**src/tcgr_pkg.sv**
```systemverilog
// shared types, constants and glyph table for the text cell glyph rasteriser
package tcgr_pkg;

  localparam int ScreenWidthDef  = 128;
  localparam int ScreenHeightDef = 128;

  localparam int CellW      = 4;
  localparam int CellH      = 8;
  localparam int GlyphCount = 13;
  localparam int GlyphW     = $clog2(GlyphCount);
  localparam int RowW       = $clog2(CellH);
  localparam int RowCntW    = $clog2(CellH + 1);
  localparam int ColorW     = 16;
  localparam int CodeW      = 8;
  localparam int CellCoordW = 5;
  localparam int ScrCoordW  = 7;
  localparam int CellYPixW  = CellCoordW + RowW;
  localparam int QueueDepth = 2;

  localparam int CfgIdxW = 2;
  localparam logic [CfgIdxW-1:0] CFG_FOREGROUND = CfgIdxW'(0);
  localparam logic [CfgIdxW-1:0] CFG_BACKGROUND = CfgIdxW'(1);

  localparam logic [ColorW-1:0] FgReset = 16'hFFFF;
  localparam logic [ColorW-1:0] BgReset = 16'h0000;

  localparam logic [CodeW-1:0] GlyphCodes [GlyphCount] = '{
    8'h20, 8'h2E, 8'h2C, 8'h2D, 8'h7E, 8'h3A, 8'h3B,
    8'h3D, 8'h21, 8'h2A, 8'h23, 8'h24, 8'h40
  };

  localparam logic [CellW-1:0] GlyphRows [GlyphCount][CellH] = '{
    '{4'h0, 4'h0, 4'h0, 4'h0, 4'h0, 4'h0, 4'h0, 4'h0},
    '{4'h0, 4'h0, 4'h0, 4'h0, 4'h0, 4'h0, 4'h6, 4'h6},
    '{4'h0, 4'h0, 4'h0, 4'h0, 4'h0, 4'h6, 4'h6, 4'h4},
    '{4'h0, 4'h0, 4'h0, 4'h0, 4'hF, 4'h0, 4'h0, 4'h0},
    '{4'h0, 4'h0, 4'h0, 4'hA, 4'h5, 4'h0, 4'h0, 4'h0},
    '{4'h0, 4'h6, 4'h6, 4'h0, 4'h0, 4'h6, 4'h6, 4'h0},
    '{4'h0, 4'h6, 4'h6, 4'h0, 4'h0, 4'h6, 4'h6, 4'h4},
    '{4'h0, 4'h0, 4'hF, 4'h0, 4'hF, 4'h0, 4'h0, 4'h0},
    '{4'h4, 4'h4, 4'h4, 4'h4, 4'h4, 4'h0, 4'h4, 4'h0},
    '{4'h0, 4'hA, 4'hF, 4'hA, 4'h0, 4'h0, 4'h0, 4'h0},
    '{4'h0, 4'hA, 4'hF, 4'hA, 4'hF, 4'hA, 4'h0, 4'h0},
    '{4'h4, 4'h7, 4'hC, 4'h7, 4'h1, 4'hE, 4'h4, 4'h0},
    '{4'h6, 4'h9, 4'hB, 4'hB, 4'h8, 4'h7, 4'h0, 4'h0}
  };

  typedef struct packed {
    logic [GlyphW-1:0]    glyph;
    logic [ScrCoordW-1:0] x0;
    logic [CellYPixW-1:0] y0;
    logic [RowCntW-1:0]   nrows;
  } job_t;

  function automatic logic [CellW-1:0] glyph_row(logic [GlyphW-1:0] g,
                                                 logic [RowW-1:0] r);
    logic [CellW-1:0] bits;
    bits = '0;
    if (int'(g) < GlyphCount) begin
      bits = GlyphRows[g][r];
    end
    return bits;
  endfunction

endpackage

```
**src/tcgr_if.sv**
```systemverilog
// channel interfaces: character input, row output and register writes
interface tcgr_in_if;
  logic                           valid;
  logic                           ready;
  logic [tcgr_pkg::CodeW-1:0]      char_code;
  logic [tcgr_pkg::CellCoordW-1:0] cell_x;
  logic [tcgr_pkg::CellCoordW-1:0] cell_y;
  modport source (output valid, char_code, cell_x, cell_y, input ready);
  modport sink (input valid, char_code, cell_x, cell_y, output ready);
endinterface

interface tcgr_out_if;
  logic                          valid;
  logic                          ready;
  logic [tcgr_pkg::ScrCoordW-1:0] row_x;
  logic [tcgr_pkg::ScrCoordW-1:0] row_y;
  logic [tcgr_pkg::ColorW-1:0]    col0_color;
  logic [tcgr_pkg::ColorW-1:0]    col1_color;
  logic [tcgr_pkg::ColorW-1:0]    col2_color;
  logic [tcgr_pkg::ColorW-1:0]    col3_color;
  logic                          last_row;
  modport source (output valid, row_x, row_y, col0_color, col1_color, col2_color,
                  col3_color, last_row, input ready);
  modport sink (input valid, row_x, row_y, col0_color, col1_color, col2_color,
                col3_color, last_row, output ready);
endinterface

interface tcgr_cfg_if;
  logic                        valid;
  logic                        ready;
  logic [tcgr_pkg::CfgIdxW-1:0] index;
  logic [tcgr_pkg::ColorW-1:0]  data;
  modport source (output valid, index, data, input ready);
  modport sink (input valid, index, data, output ready);
endinterface

```
**src/tcgr_front.sv**
```systemverilog
// front end: accepts characters, picks the glyph and clips the cell to the screen
module tcgr_front #(
  parameter int SCREEN_WIDTH  = tcgr_pkg::ScreenWidthDef,
  parameter int SCREEN_HEIGHT = tcgr_pkg::ScreenHeightDef
) (
  tcgr_in_if.sink        in_i,
  input  logic           q_full_i,
  output logic           push_o,
  output tcgr_pkg::job_t job_o
);
  import tcgr_pkg::*;

  logic [GlyphW-1:0]    glyph;
  logic [ScrCoordW-1:0] x0;
  logic [CellYPixW-1:0] y0;
  int                   rem;
  logic                 visible;

  always_comb begin
    glyph = '0;
    for (int k = GlyphCount - 1; k >= 0; k--) begin
      if (in_i.char_code == GlyphCodes[k]) begin
        glyph = GlyphW'(k);
      end
    end
  end

  assign x0      = {in_i.cell_x, 2'b00};
  assign y0      = {in_i.cell_y, 3'b000};
  assign rem     = SCREEN_HEIGHT - int'(y0);
  assign visible = (int'(x0) < SCREEN_WIDTH) && (int'(y0) < SCREEN_HEIGHT);

  assign in_i.ready  = !q_full_i;
  assign push_o      = in_i.valid && !q_full_i && visible;
  assign job_o.glyph = glyph;
  assign job_o.x0    = x0;
  assign job_o.y0    = y0;
  assign job_o.nrows = (rem > CellH) ? RowCntW'(CellH) : RowCntW'(rem);

endmodule

```
**src/tcgr_queue.sv**
```systemverilog
// small register queue of classified cells between front and back end
module tcgr_queue (
  input  logic           clk_i,
  input  logic           rst_ni,
  input  logic           push_i,
  input  tcgr_pkg::job_t job_i,
  output logic           full_o,
  output logic           head_valid_o,
  output tcgr_pkg::job_t head_o,
  input  logic           pop_i
);
  import tcgr_pkg::*;

  localparam int PtrW = (QueueDepth > 1) ? $clog2(QueueDepth) : 1;
  localparam int CntW = $clog2(QueueDepth + 1);

  job_t            mem_q [QueueDepth];
  logic [PtrW-1:0] wr_ptr_q, wr_ptr_d;
  logic [PtrW-1:0] rd_ptr_q, rd_ptr_d;
  logic [CntW-1:0] cnt_q, cnt_d;

  function automatic logic [PtrW-1:0] ptr_inc(logic [PtrW-1:0] p);
    return (int'(p) == QueueDepth - 1) ? '0 : p + PtrW'(1);
  endfunction

  assign full_o       = (int'(cnt_q) == QueueDepth);
  assign head_valid_o = (cnt_q != '0);
  assign head_o       = mem_q[rd_ptr_q];

  always_comb begin
    wr_ptr_d = push_i ? ptr_inc(wr_ptr_q) : wr_ptr_q;
    rd_ptr_d = pop_i ? ptr_inc(rd_ptr_q) : rd_ptr_q;
    cnt_d    = cnt_q;
    if (push_i && !pop_i) begin
      cnt_d = cnt_q + CntW'(1);
    end else if (!push_i && pop_i) begin
      cnt_d = cnt_q - CntW'(1);
    end
  end

  always_ff @(posedge clk_i or negedge rst_ni) begin
    if (!rst_ni) begin
      wr_ptr_q <= '0;
      rd_ptr_q <= '0;
      cnt_q    <= '0;
    end else begin
      wr_ptr_q <= wr_ptr_d;
      rd_ptr_q <= rd_ptr_d;
      cnt_q    <= cnt_d;
    end
  end

  always_ff @(posedge clk_i) begin
    if (push_i) begin
      mem_q[wr_ptr_q] <= job_i;
    end
  end

endmodule

```
**src/tcgr_back.sv**
```systemverilog
// back end: walks the rows of the head cell and drives the registered row output
module tcgr_back #(
  parameter int SCREEN_WIDTH = tcgr_pkg::ScreenWidthDef
) (
  input  logic                          clk_i,
  input  logic                          rst_ni,
  input  logic                          head_valid_i,
  input  tcgr_pkg::job_t                head_i,
  output logic                          pop_o,
  input  logic [tcgr_pkg::ColorW-1:0]   fg_i,
  input  logic [tcgr_pkg::ColorW-1:0]   bg_i,
  tcgr_out_if.source                    out_o
);
  import tcgr_pkg::*;

  logic [RowW-1:0]      row_q, row_d;
  logic                 out_valid_q;
  logic [ScrCoordW-1:0] row_x_q, row_y_q;
  logic [ColorW-1:0]    col_q [CellW];
  logic [ColorW-1:0]    col_d [CellW];
  logic                 last_q;
  logic [CellW-1:0]     bits;
  logic                 last;
  logic                 load;

  assign bits = glyph_row(head_i.glyph, row_q);
  assign last = ({1'b0, row_q} + RowCntW'(1)) == head_i.nrows;
  assign load = head_valid_i && (!out_valid_q || out_o.ready);
  assign pop_o = load && last;
  assign row_d = last ? '0 : row_q + RowW'(1);

  always_comb begin
    for (int c = 0; c < CellW; c++) begin
      if (int'(head_i.x0) + c >= SCREEN_WIDTH) begin
        col_d[c] = '0;
      end else if (bits[CellW-1-c]) begin
        col_d[c] = fg_i;
      end else begin
        col_d[c] = bg_i;
      end
    end
  end

  always_ff @(posedge clk_i or negedge rst_ni) begin
    if (!rst_ni) begin
      row_q       <= '0;
      out_valid_q <= 1'b0;
    end else begin
      if (load) begin
        row_q       <= row_d;
        out_valid_q <= 1'b1;
      end else if (out_o.ready) begin
        out_valid_q <= 1'b0;
      end
    end
  end

  always_ff @(posedge clk_i) begin
    if (load) begin
      row_x_q <= head_i.x0;
      row_y_q <= ScrCoordW'(head_i.y0 + CellYPixW'(row_q));
      col_q   <= col_d;
      last_q  <= last;
    end
  end

  assign out_o.valid      = out_valid_q;
  assign out_o.row_x      = row_x_q;
  assign out_o.row_y      = row_y_q;
  assign out_o.col0_color = col_q[0];
  assign out_o.col1_color = col_q[1];
  assign out_o.col2_color = col_q[2];
  assign out_o.col3_color = col_q[3];
  assign out_o.last_row   = last_q;

endmodule

```
**src/text_cell_glyph_rasterizer_top.sv**
```systemverilog
// Text cell glyph rasteriser: each accepted character (code, text column, text row) is drawn
// as one of 13 built-in 4x8 shade glyphs and leaves as up to eight row transactions, top row
// first, each carrying four RGB565 pixels taken from the foreground and background colour
// registers (unknown codes draw blank). A visible cell leaves at one row per cycle while the
// output is not stalled, emitted by the back end from its output register; a cell clipped at
// the bottom edge gives only its visible rows, and a cell wholly off screen is accepted and
// gives nothing. The front end keeps accepting into a two-entry queue until it is full while
// the back end works or the output is stalled; the first row passes through the queue and
// then the output register before it is offered. Colour registers are written at index 0
// (foreground) and 1 (background) and should only change while the block is idle.
module text_cell_glyph_rasterizer_top #(
  parameter int SCREEN_WIDTH  = tcgr_pkg::ScreenWidthDef,
  parameter int SCREEN_HEIGHT = tcgr_pkg::ScreenHeightDef
) (
  input  logic       clk_i,
  input  logic       rst_ni,
  tcgr_in_if.sink    in_i,
  tcgr_out_if.source out_o,
  tcgr_cfg_if.sink   cfg_i
);
  import tcgr_pkg::*;

  logic [ColorW-1:0] fg_q, bg_q;
  logic              push, q_full, head_valid, pop;
  job_t              push_job, head_job;

  assign cfg_i.ready = 1'b1;

  always_ff @(posedge clk_i or negedge rst_ni) begin
    if (!rst_ni) begin
      fg_q <= FgReset;
      bg_q <= BgReset;
    end else if (cfg_i.valid) begin
      if (cfg_i.index == CFG_FOREGROUND) begin
        fg_q <= cfg_i.data;
      end else if (cfg_i.index == CFG_BACKGROUND) begin
        bg_q <= cfg_i.data;
      end
    end
  end

  tcgr_front #(
    .SCREEN_WIDTH (SCREEN_WIDTH),
    .SCREEN_HEIGHT(SCREEN_HEIGHT)
  ) u_front (
    .in_i    (in_i),
    .q_full_i(q_full),
    .push_o  (push),
    .job_o   (push_job)
  );

  tcgr_queue u_queue (
    .clk_i       (clk_i),
    .rst_ni      (rst_ni),
    .push_i      (push),
    .job_i       (push_job),
    .full_o      (q_full),
    .head_valid_o(head_valid),
    .head_o      (head_job),
    .pop_i       (pop)
  );

  tcgr_back #(
    .SCREEN_WIDTH(SCREEN_WIDTH)
  ) u_back (
    .clk_i       (clk_i),
    .rst_ni      (rst_ni),
    .head_valid_i(head_valid),
    .head_i      (head_job),
    .pop_o       (pop),
    .fg_i        (fg_q),
    .bg_i        (bg_q),
    .out_o       (out_o)
  );

endmodule

```
**src/flat_wrapper.sv**
```systemverilog
// flat-port wrapper written by rule: the top's interface ports become plain ports
module text_cell_glyph_rasterizer_top_flat import tcgr_pkg::*;
#(
  parameter int SCREEN_WIDTH  = tcgr_pkg::ScreenWidthDef,
  parameter int SCREEN_HEIGHT = tcgr_pkg::ScreenHeightDef
)
  (clk_i, rst_ni, in_i_valid, in_i_char_code, in_i_cell_x, in_i_cell_y, in_i_ready, out_o_valid, out_o_row_x, out_o_row_y, out_o_col0_color, out_o_col1_color, out_o_col2_color, out_o_col3_color, out_o_last_row, out_o_ready, cfg_i_valid, cfg_i_index, cfg_i_data, cfg_i_ready);
  tcgr_in_if in_i_i ();
  tcgr_out_if out_o_i ();
  tcgr_cfg_if cfg_i_i ();
  input  logic clk_i;
  input  logic rst_ni;
  input wire logic [$bits(in_i_i.valid)-1:0] in_i_valid;
  input wire logic [$bits(in_i_i.char_code)-1:0] in_i_char_code;
  input wire logic [$bits(in_i_i.cell_x)-1:0] in_i_cell_x;
  input wire logic [$bits(in_i_i.cell_y)-1:0] in_i_cell_y;
  output wire logic [$bits(in_i_i.ready)-1:0] in_i_ready;
  output wire logic [$bits(out_o_i.valid)-1:0] out_o_valid;
  output wire logic [$bits(out_o_i.row_x)-1:0] out_o_row_x;
  output wire logic [$bits(out_o_i.row_y)-1:0] out_o_row_y;
  output wire logic [$bits(out_o_i.col0_color)-1:0] out_o_col0_color;
  output wire logic [$bits(out_o_i.col1_color)-1:0] out_o_col1_color;
  output wire logic [$bits(out_o_i.col2_color)-1:0] out_o_col2_color;
  output wire logic [$bits(out_o_i.col3_color)-1:0] out_o_col3_color;
  output wire logic [$bits(out_o_i.last_row)-1:0] out_o_last_row;
  input wire logic [$bits(out_o_i.ready)-1:0] out_o_ready;
  input wire logic [$bits(cfg_i_i.valid)-1:0] cfg_i_valid;
  input wire logic [$bits(cfg_i_i.index)-1:0] cfg_i_index;
  input wire logic [$bits(cfg_i_i.data)-1:0] cfg_i_data;
  output wire logic [$bits(cfg_i_i.ready)-1:0] cfg_i_ready;
  assign in_i_i.valid = in_i_valid;
  assign in_i_i.char_code = in_i_char_code;
  assign in_i_i.cell_x = in_i_cell_x;
  assign in_i_i.cell_y = in_i_cell_y;
  assign in_i_ready = in_i_i.ready;
  assign out_o_valid = out_o_i.valid;
  assign out_o_row_x = out_o_i.row_x;
  assign out_o_row_y = out_o_i.row_y;
  assign out_o_col0_color = out_o_i.col0_color;
  assign out_o_col1_color = out_o_i.col1_color;
  assign out_o_col2_color = out_o_i.col2_color;
  assign out_o_col3_color = out_o_i.col3_color;
  assign out_o_last_row = out_o_i.last_row;
  assign out_o_i.ready = out_o_ready;
  assign cfg_i_i.valid = cfg_i_valid;
  assign cfg_i_i.index = cfg_i_index;
  assign cfg_i_i.data = cfg_i_data;
  assign cfg_i_ready = cfg_i_i.ready;
  text_cell_glyph_rasterizer_top #(.SCREEN_WIDTH(SCREEN_WIDTH), .SCREEN_HEIGHT(SCREEN_HEIGHT)) u_core (.clk_i(clk_i), .rst_ni(rst_ni), .in_i(in_i_i), .out_o(out_o_i), .cfg_i(cfg_i_i));
endmodule
```
**config.mk**
```make
export PLATFORM = sky130hd
export DESIGN_NAME = text_cell_glyph_rasterizer_top_flat
export DESIGN_NICKNAME = d
export VERILOG_FILES = /design/src/tcgr_pkg.sv /design/src/tcgr_if.sv /design/src/tcgr_front.sv /design/src/tcgr_queue.sv /design/src/tcgr_back.sv /design/src/text_cell_glyph_rasterizer_top.sv /design/src/flat_wrapper.sv
export SDC_FILE = /design/constraint.sdc
export NUM_CORES = 1
export LEC_CHECK = 0
export ABC_CLOCK_PERIOD_IN_PS = 5500
export BUFFER_PORTS_ARGS = -buffer_cell sky130_fd_sc_hd__buf_2
export CORE_MARGIN = 2
export CORE_UTILIZATION = 60
export CTS_CLUSTER_SIZE = 20
export DETAILED_ROUTE_END_ITERATION = 8
export PLACE_DENSITY = 0.85
export SYNTH_ARGS = -nofsm -noshare
export SYNTH_HDL_FRONTEND = slang
export SYNTH_SLANG_ARGS = --single-unit
```
**constraint.sdc**
```tcl
create_clock -name clk_i -period 5.5 [get_ports clk_i]
set_input_delay 1.375 -clock clk_i [delete_from_list [all_inputs] [get_ports clk_i]]
set_output_delay 1.375 -clock clk_i [all_outputs]
set_load 0.1 [all_outputs]
```
==> metrics.cfg, run 1 <==
[synthesis]
seq_area_frac_synth = 0.629
ys_seq_elements = 145
avgSynthCellArea_sq_um = 15.0
yosys.area.top_type = edfxtp_1
ys.warnings.count = 0
synthesis.area_sq_um = 6630
synthCells = 442
synth_flop_cell = edfxtp_1
ys_top_cells_by_area = edfxtp_1 (48%), mux2_2 (16%), dfrtp_1 (9.1%)
yosys.area.top_type_share = 0.475
synth_cell_type_count = 60
synth_edf_count = 105
async_flop_share = 0.276

[timing]
drv_slew = 0
fmax_ghz = 0.270
hold_violations = 0
setup_viol = 0
rsz0062_at_grt = no
min_period_ns = 3.70
slew-limit-headroom = 0.242
fin_skew_ns = 0.00881
worstMarginPinSlew_ns = 1.13
period_share = 0.673
setup_tns_ns = 0

[clocking]
cts_inserted_buffers = 17
hold_buffers = 0
post-cts-setup-buffer-count = 0
tritoncts = yes
clock_sinks = 145
clock_path_buffers = 2
h-tree-depth = 4
clkLatencyLatePin_ns = 0.51
cts_root_buf = clkbuf_8
cts-resized-gates = 0
clk_pin_slew_ns = 0.06

[final_layout]
multiInputGateArea_sq_um = 2310
most-common-layout-cells = buf_2 (119), edfxtp_1 (105), mux2_2 (95)
layout-drive-gt1-share = 0.487
fillCellCount = 645
diodes = 0
final_common_cell = buf_2
area_growth_pct = 19.1
fin_nets = 613
register_area_sq_um = 4170

[setup_path]
critPathTopFamily = compound AO/OA/AOI/OAI gates
max_stage_delay_ns = 0.92
cp.required_ns = 5.76
path_max_fanout = 27
worst-path-buf-inv = 2
critPathKind = reg -> reg
worst_ep_arrival_time_ns = 3.96
start_kind = flip-flop
slowest_stage = a221oi_4
endpoint_kind = flip-flop
crit_path_frequent_cell = o21ai_1
path_cells = buf_4 > mux2i_1 > ha_1 > inv_1 > o21ai_1 > nor2_1 > o21ai_1 > a221oi_4 > mux2_2

[global_routing]
grt_use_total = 0.231
gr-total-overflow = 0
grt_max_degree = 46
antenna_found_initial = 0
grt_pass1_vias = 4026
grt_pass1_wl_um = 20400

[floorplanning]
die_x_um = 109
num_rows = 38
num_io_pins = 123
coreArea_sq_um = 10800
die_y_um = 109
initial_core_util = 0.614
dieArea_sq_um = 11900

[place]
hpwl_um = 8740
place.gp.congestion = 0.853
io_buffer_count = 119

[routing]
wl_um = 13200
postRouteAntennaNets = 0
first_iter_violations = 291
drc = 0
drt-pass1-iter-count = 4
vias = 4138
via_per_inst = 5.77
wl_per_cell_um = 18.4

[outcome]
outcome = finished clean

[flow_run]
max-cap-violations = 0

[hold_path]
hold_class = reg -> reg

## through the flow
| stage | util | instance area, sq um | setup WS (ns) | std cells | hold WS, ns |
|---|---|---|---|---|---|
| finish | 0.732 | 7900 | 1.80 | 717 | 0.493 |
| global route | 0.732 | 7900 | 1.46 | 717 | 0.518 |
| CTS | 0.732 | 7900 | 1.82 | 717 | 0.498 |
| detailed placement | 0.680 | 7340 | 1.83 | 685 | 0.489 |
| global placement | 0.680 | 7340 | 1.97 | 685 | 0.477 |
| floorplan | - | 6640 | 1.09 | 443 | 0.460 |
## worst paths after layout
kind | start | to | slack [ns] | cells past startpoint
worst max-delay path | u_core.u_queue.rd_ptr_q$_DFFE_PN0P_ | u_core.u_back.out_o.col3_color[15]$_DFFE_PP_ | 1.80 | 9
worst min-delay path | u_core.u_queue.wr_ptr_q$_DFFE_PN0P_ | u_core.u_queue.wr_ptr_q$_DFFE_PN0P_ | 0.49 | 1
worst max register to register | u_core.u_queue.rd_ptr_q$_DFFE_PN0P_ | u_core.u_back.out_o.col3_color[15]$_DFFE_PP_ | 1.80 | 9
worst min register to register | u_core.u_queue.wr_ptr_q$_DFFE_PN0P_ | u_core.u_queue.wr_ptr_q$_DFFE_PN0P_ | 0.49 | 1
max in group asynchronous | rst_ni | u_core.bg_q[12]$_DFFE_PN0P_ | 3.96 | 1
min in group asynchronous | rst_ni | u_core.bg_q[8]$_DFFE_PN0P_ | 0.98 | 1
## flip-flops by register name (all words and copies together) (netlist names)
register / count
u_core.u_back.out_o.col0_color: 16
u_core.u_back.out_o.col1_color: 16
u_core.bg_q: 16
u_core.u_back.row_q: 3
u_core.u_back.out_o.row_y: 7
u_core.u_back.out_o.col2_color: 16
u_core.u_back.out_o.col3_color: 16
u_core.u_queue.cnt_q: 2
u_core.u_back.out_o.last_row: 1
u_core.u_queue.rd_ptr_q: 1
u_core.u_back.out_o.row_x: 5
u_core.u_queue.mem_q: 28
u_core.u_queue.wr_ptr_q: 1
u_core.u_back.out_o.valid: 1
u_core.fg_q: 16
## worst reg2reg max path, delay by kind of cell, from the launching register on
kind,cells,cell delay [ns]
AOI/OAI and AO/OA,3,1.18
muxes,2,0.94
buffers and inverters,2,0.42
adders and majority gates,1,0.39
DFF,1,0.34
and+or+nand+nor,1,0.19
## metal layers
metal  part of all wire  vias up  track usage
met2               0.50      172        0.378
met1               0.41     2020        0.297
met4              0.018        0        0.104
met5                  0        -            0
li1                   -     1922            -
met3              0.066       24       0.0508
## area by class of cell
| cell class | count | share of cell area |
|---|---|---|
| flip-flops and latches | 145 | 0.529 |
| repair buffers | 125 | 0.0811 |
| well taps | 140 | 0.0222 |
| clock inverters | 13 | 0.0173 |
| clock buffers | 19 | 0.0534 |
| multi-input cells | 265 | 0.293 |
| inverters | 10 | 0.00475 |
## cell usage after synthesis (all sizes together) (3+ instances only)
master	n
xnor2	7
mux2	105
nand2b	7
nand4	3
edfxtp	105
o21ai	12
buf	13
a22oi	3
nand2	23
dfstp	16
nand3	5
inv	10
clkbuf	10
nand3b	4
nor4	3
nor2	17
ha	8
dfrtp	24
a21oi	12
nor3	5
mux2i	6
xor2	5
## kinds of logic (layout without fill, tap and decap cells)
kind of cell / after synthesis / in the layout / synth area share
flops: 145 / 145 / 0.629
mux: 111 / 111 / 0.190
simple gates: 78 / 78 / 0.0611
compound gates: 53 / 53 / 0.0628
buf+inv: 33 / 167 / 0.0247
xor+xnor: 12 / 12 / 0.0158
fa+ha+maj: 8 / 8 / 0.0151
other cells: 2 / 3 / 0.00113
Power of run 1 is left out: the tool's default activity adds up to more than one toggle a clock period on the data nets, which glitch-free logic cannot reach.
==> run 2: changes to the inputs <==
- ABC_CLOCK_PERIOD_IN_PS: 5500 -> 3800
- CORE_UTILIZATION: 60 -> 56
- PLACE_DENSITY: 0.85 -> 0.8
- clock period: 5.5 -> 3.8 ns (I/O delays scaled with it)
==> metrics.cfg, run 2 (synthesis gave the netlist of run 1 again) <==
[outcome]
outcome = finished clean

[setup_path]
start_kind = flip-flop
worst_ep_arrival_time_ns = 3.44  ; -0.52 ns
cp.required_ns = 3.97  ; -1.79 ns
critPathLaunch = u_core.u_queue.rd_ptr_q$_DFFE_PN0P_
crit-reg2reg-launch = u_core.u_queue.rd_ptr_q$_DFFE_PN0P_
path_max_fanout = 16  ; -41%
reg2reg_depth = 9  ; unchanged
critPathKind = reg -> reg
r2r_end = u_core.u_back.out_o.col3_color[7]$_DFFE_PP_
reg2reg_slack_ns = 0.52  ; -1.28 ns
endpoint_kind = flip-flop

[global_routing]
antenna_found_initial = 0  ; unchanged
grt_use_total = 0.220  ; -0.0113
gr-total-overflow = 0  ; unchanged
grt_pass1_wl_um = 21300  ; +4.4%
grt_max_degree = 43  ; -6.5%
grt_pass1_vias = 4168  ; +3.5%

[routing]
drc = 0  ; unchanged
wl_per_cell_um = 18.4  ; +0.10%
met2_wirelength_um = 6760  ; +2.1%
wl_met3_um = 690  ; -21%
drt-pass1-iter-count = 4  ; unchanged
postRouteAntennaNets = 0  ; unchanged
wl_um = 13400  ; +1.1%
drt-met1-wl_um = 5580  ; +1.8%
first_iter_violations = 298  ; +2.4%
top_layer = met4
vias = 4148  ; +0.24%
via_per_inst = 5.73  ; -0.73%

[timing]
slew-limit-headroom = 0.323  ; +0.0804
hold_violations = 0  ; unchanged
drv_slew = 0  ; unchanged
fin_skew_ns = 0.00898  ; +0.000171 ns
rsz0062_at_grt = no
period_share = 0.862  ; +0.189
setup_tns_ns = 0  ; unchanged
worstMarginPinSlew_ns = 1.01  ; -0.120 ns
setup_viol = 0  ; unchanged
min_period_ns = 3.28  ; -0.424 ns
fmax_ghz = 0.305  ; +13%
hold_ws_ns = 0.495  ; +0.00187 ns

[final_layout]
final_common_cell = buf_2
area_growth_pct = 19.1  ; about the same
diodes = 0  ; unchanged
layout-drive-gt1-share = 0.494  ; +0.00697
most-common-layout-cells = buf_2 (119), edfxtp_1 (105), mux2_2 (95)
top_register = u_core.u_queue.mem_q
fillCellCount = 766  ; +19%
multiInputGateArea_sq_um = 2310  ; unchanged
register_area_sq_um = 4170  ; unchanged
largest_reg_flops = 28  ; unchanged
fin_nets = 617  ; +0.65%

[hold_path]
min_from = u_core.u_queue.wr_ptr_q$_DFFE_PN0P_
hold_path_depth = 1  ; unchanged
hold_class = reg -> reg
hold_path_end = u_core.u_queue.wr_ptr_q$_DFFE_PN0P_

[clocking]
clk_pin_slew_ns = 0.06  ; about the same
cts-resized-gates = 0  ; unchanged
clkLatencyLatePin_ns = 0.42  ; -0.09 ns
tritoncts = yes
hold_buffers = 0  ; unchanged
post-cts-setup-buffer-count = 0  ; unchanged
clock_path_buffers = 2  ; unchanged
cts_inserted_buffers = 17  ; unchanged
cts_root_buf = clkbuf_16
clock_sinks = 145  ; unchanged
h-tree-depth = 4  ; unchanged

[flow_run]
max-cap-violations = 0  ; unchanged

[floorplanning]
num_rows = 39  ; +2.6%
die_x_um = 113  ; +3.4%
initial_core_util = 0.578  ; -0.0361
num_io_pins = 123  ; unchanged
dieArea_sq_um = 12700  ; +6.9%
coreArea_sq_um = 11500  ; +6.2%
die_y_um = 113  ; +3.4%

[place]
io_buffer_count = 119  ; unchanged
place.gp.congestion = 0.889  ; +4.2%
hpwl_um = 8930  ; +2.2%

[run 2: worst max-delay path: stages, from the launching register on]
cell	delay, ns
dfrtp_1	0.59
mux2i_1	0.48
ha_1	0.39
inv_1	0.10
o21ai_1	0.11
nor2_1	0.22
o21ai_1	0.15
a221oi_4	0.29
buf_4	0.31
mux2_2	0.38
[run 2: worst max path at each step]
stage                                                   endpoint  slack [ns]  cells after the start
floorplan           u_core.u_back.out_o.col2_color[10]$_DFFE_PP_        0.37                     12
global placement     u_core.u_back.out_o.col2_color[6]$_DFFE_PP_        0.67                      9
detailed placement   u_core.u_back.out_o.col3_color[3]$_DFFE_PP_        0.56                      9
CTS                  u_core.u_back.out_o.col3_color[3]$_DFFE_PP_        0.53                      9
global route         u_core.u_back.out_o.col3_color[7]$_DFFE_PP_        0.29                      9
finish               u_core.u_back.out_o.col3_color[7]$_DFFE_PP_        0.52                      9
[run 2: cell type report]
| type | instances | area share |
|---|---|---|
| clock buffer | 19 | 0.0561 |
| clock inverter | 13 | 0.0109 |
| inverter | 10 | 0.00475 |
| multi-input combinational | 265 | 0.292 |
| sequential | 145 | 0.528 |
| tap | 143 | 0.0226 |
| timing repair buffer | 129 | 0.0849 |
[run 2: per-stage QoR]
step	cell area, sq um	utilization	setup WS (ns)	std cells
final	7900	0.689	0.523	724
after global routing	7900	0.689	0.285	724
after CTS	7900	0.689	0.531	724
after detailed placement	7370	0.643	0.558	692
after global placement	7370	0.643	0.666	692
after floorplan	6640	-	0.375	443
[run 2: metal layers]
| metal | global-route usage | up-vias |
|---|---|---|
| met5 | 0 | - |
| met4 | 0.104 | 0 |
| met3 | 0.0600 | 27 |
| met2 | 0.359 | 139 |
| met1 | 0.275 | 2055 |
| li1 | - | 1927 |
Power of run 2 is left out for the same reason.
==> run 3: changes to the inputs <==
- CELL_PAD_IN_SITES_DETAIL_PLACEMENT: default -> 1
- CELL_PAD_IN_SITES_GLOBAL_PLACEMENT: default -> 1
- CORE_UTILIZATION: 56 -> 46
- PLACE_DENSITY: 0.8 -> default
- PLACE_DENSITY_LB_ADDON: default -> 0.1
- SKIP_CTS_REPAIR_TIMING: default -> 1
==> metrics.cfg, run 3 (synthesis gave the netlist of run 1 again) <==
[outcome]
outcome = finished clean

[timing]
hold_violations = 0  ; unchanged
setup_tns_ns = 0  ; unchanged
drv_slew = 0  ; unchanged
period_share = 0.855  ; -0.00732
layout_setup_ws_ns = 0.550  ; +0.0278 ns
fmax_ghz = 0.308  ; +0.86%
worstMarginPinSlew_ns = 0.939  ; -0.0742 ns
fin_skew_ns = 0.00584  ; -0.00314 ns
min_period_ns = 3.25  ; -0.0278 ns
hold_ws_ns = 0.513  ; +0.0186 ns
rsz0062_at_grt = no
setup_viol = 0  ; unchanged
slew-limit-headroom = 0.374  ; +0.0515

[routing]
postRouteAntennaNets = 0  ; unchanged
wl_met3_um = 884  ; +28%
drt-pass1-iter-count = 4  ; unchanged
top_layer = met4
wl_um = 14600  ; +9.4%
met2_wirelength_um = 7300  ; +8.0%
drc = 0  ; unchanged
drt-met1-wl_um = 6210  ; +11%
wl_per_cell_um = 19.2  ; +3.9%
vias = 4138  ; -0.24%
first_iter_violations = 210  ; -30%
via_per_inst = 5.43  ; -5.2%

[global_routing]
grt_pass1_wl_um = 22700  ; +6.5%
gr-total-overflow = 0  ; unchanged
grt_pass1_vias = 4315  ; +3.5%
grt_use_total = 0.199  ; -0.0207
antenna_found_initial = 0  ; unchanged
grt_max_degree = 41  ; -4.7%

[setup_path]
reg2reg_depth = 9  ; unchanged
critPathKind = reg -> reg
endpoint_kind = flip-flop
reg2reg_slack_ns = 0.55  ; +0.03 ns
path_max_fanout = 16  ; unchanged
cp.required_ns = 3.96  ; about the same
worst_ep_arrival_time_ns = 3.41  ; -0.03 ns
start_kind = flip-flop

[final_layout]
final_common_cell = buf_2
layout-drive-gt1-share = 0.488  ; -0.00600
diodes = 0  ; unchanged
register_area_sq_um = 4170  ; unchanged
multiInputGateArea_sq_um = 2310  ; unchanged
fillCellCount = 1393  ; +82%
top_register = u_core.u_queue.mem_q
area_growth_pct = 20.8
fin_util = 0.572  ; -0.116
largest_reg_flops = 28  ; unchanged
most-common-layout-cells = buf_2 (119), edfxtp_1 (105), mux2_2 (95)
fin_nets = 618  ; +0.16%

[place]
hpwl_um = 9920  ; +11%
io_buffer_count = 119  ; unchanged
pre_cts_ws_ns = 0.574  ; +0.0157 ns
place.gp.congestion = 0.819  ; -7.9%

[hold_path]
hold_path_depth = 1  ; unchanged
hold_class = reg -> reg

[clocking]
clkLatencyLatePin_ns = 0.41  ; about the same
clock_path_buffers = 2  ; unchanged
cts_root_buf = clkbuf_16
clock_sinks = 145  ; unchanged
clk_pin_slew_ns = 0.06  ; about the same
h-tree-depth = 4  ; unchanged
cts_inserted_buffers = 17  ; unchanged
tritoncts = yes

[floorplanning]
initial_core_util = 0.474  ; -0.104
coreArea_sq_um = 14000  ; +22%
num_rows = 43  ; +10%
die_y_um = 124  ; +10%
num_io_pins = 123  ; unchanged
die_x_um = 124  ; +10%
dieArea_sq_um = 15400  ; +21%

[flow_run]
max-cap-violations = 0  ; unchanged

==> run 3: layout make-up <==
cell class	instances	share of cell area
clock buffers	23	0.0597
clock inverters	9	0.0131
inverters	10	0.00469
multi-input cells	265	0.288
flip-flops and latches	145	0.521
well taps	180	0.0281
repair buffers	130	0.0847
==> run 3: worst max-delay path, stage by stage (launching register included) <==
cell and delay [ns]:
dfrtp_1 0.48, mux2i_1 0.50, ha_1 0.41, inv_1 0.12
a21oi_1 0.16, a22oi_1 0.09, a211o_1 0.33, a32oi_2 0.19
buf_4 0.32, mux2_2 0.38
==> run 3: final timing paths <==
check / endpoint / startpoint
hold reg to reg: u_core.u_queue.wr_ptr_q$_DFFE_PN0P_ / u_core.u_queue.wr_ptr_q$_DFFE_PN0P_
setup / recovery: u_core.u_back.out_o.col2_color[11]$_DFFE_PP_ / u_core.u_queue.rd_ptr_q$_DFFE_PN0P_
min in group asynchronous: u_core.bg_q[5]$_DFFE_PN0P_ / rst_ni
hold / removal: u_core.u_queue.wr_ptr_q$_DFFE_PN0P_ / u_core.u_queue.wr_ptr_q$_DFFE_PN0P_
max in group asynchronous: u_core.u_queue.rd_ptr_q$_DFFE_PN0P_ / rst_ni
setup reg to reg: u_core.u_back.out_o.col2_color[11]$_DFFE_PP_ / u_core.u_queue.rd_ptr_q$_DFFE_PN0P_
==> run 3: per-layer routing <==
| layer | vias up | GRT usage |
|---|---|---|
| li1 | 1921 | - |
| met1 | 2083 | 0.250 |
| met2 | 120 | 0.334 |
| met3 | 14 | 0.0536 |
| met4 | 0 | 0.0695 |
| met5 | - | 0 |
==> run 3: through the flow <==
step / instances / instance area [sq um]
floorplan: 443 / 6640
global placement: 730 / 7420
detailed placement: 730 / 7420
CTS: 762 / 8010
global route: 762 / 8010
finish: 762 / 8010
Power of run 3 is left out for the same reason.
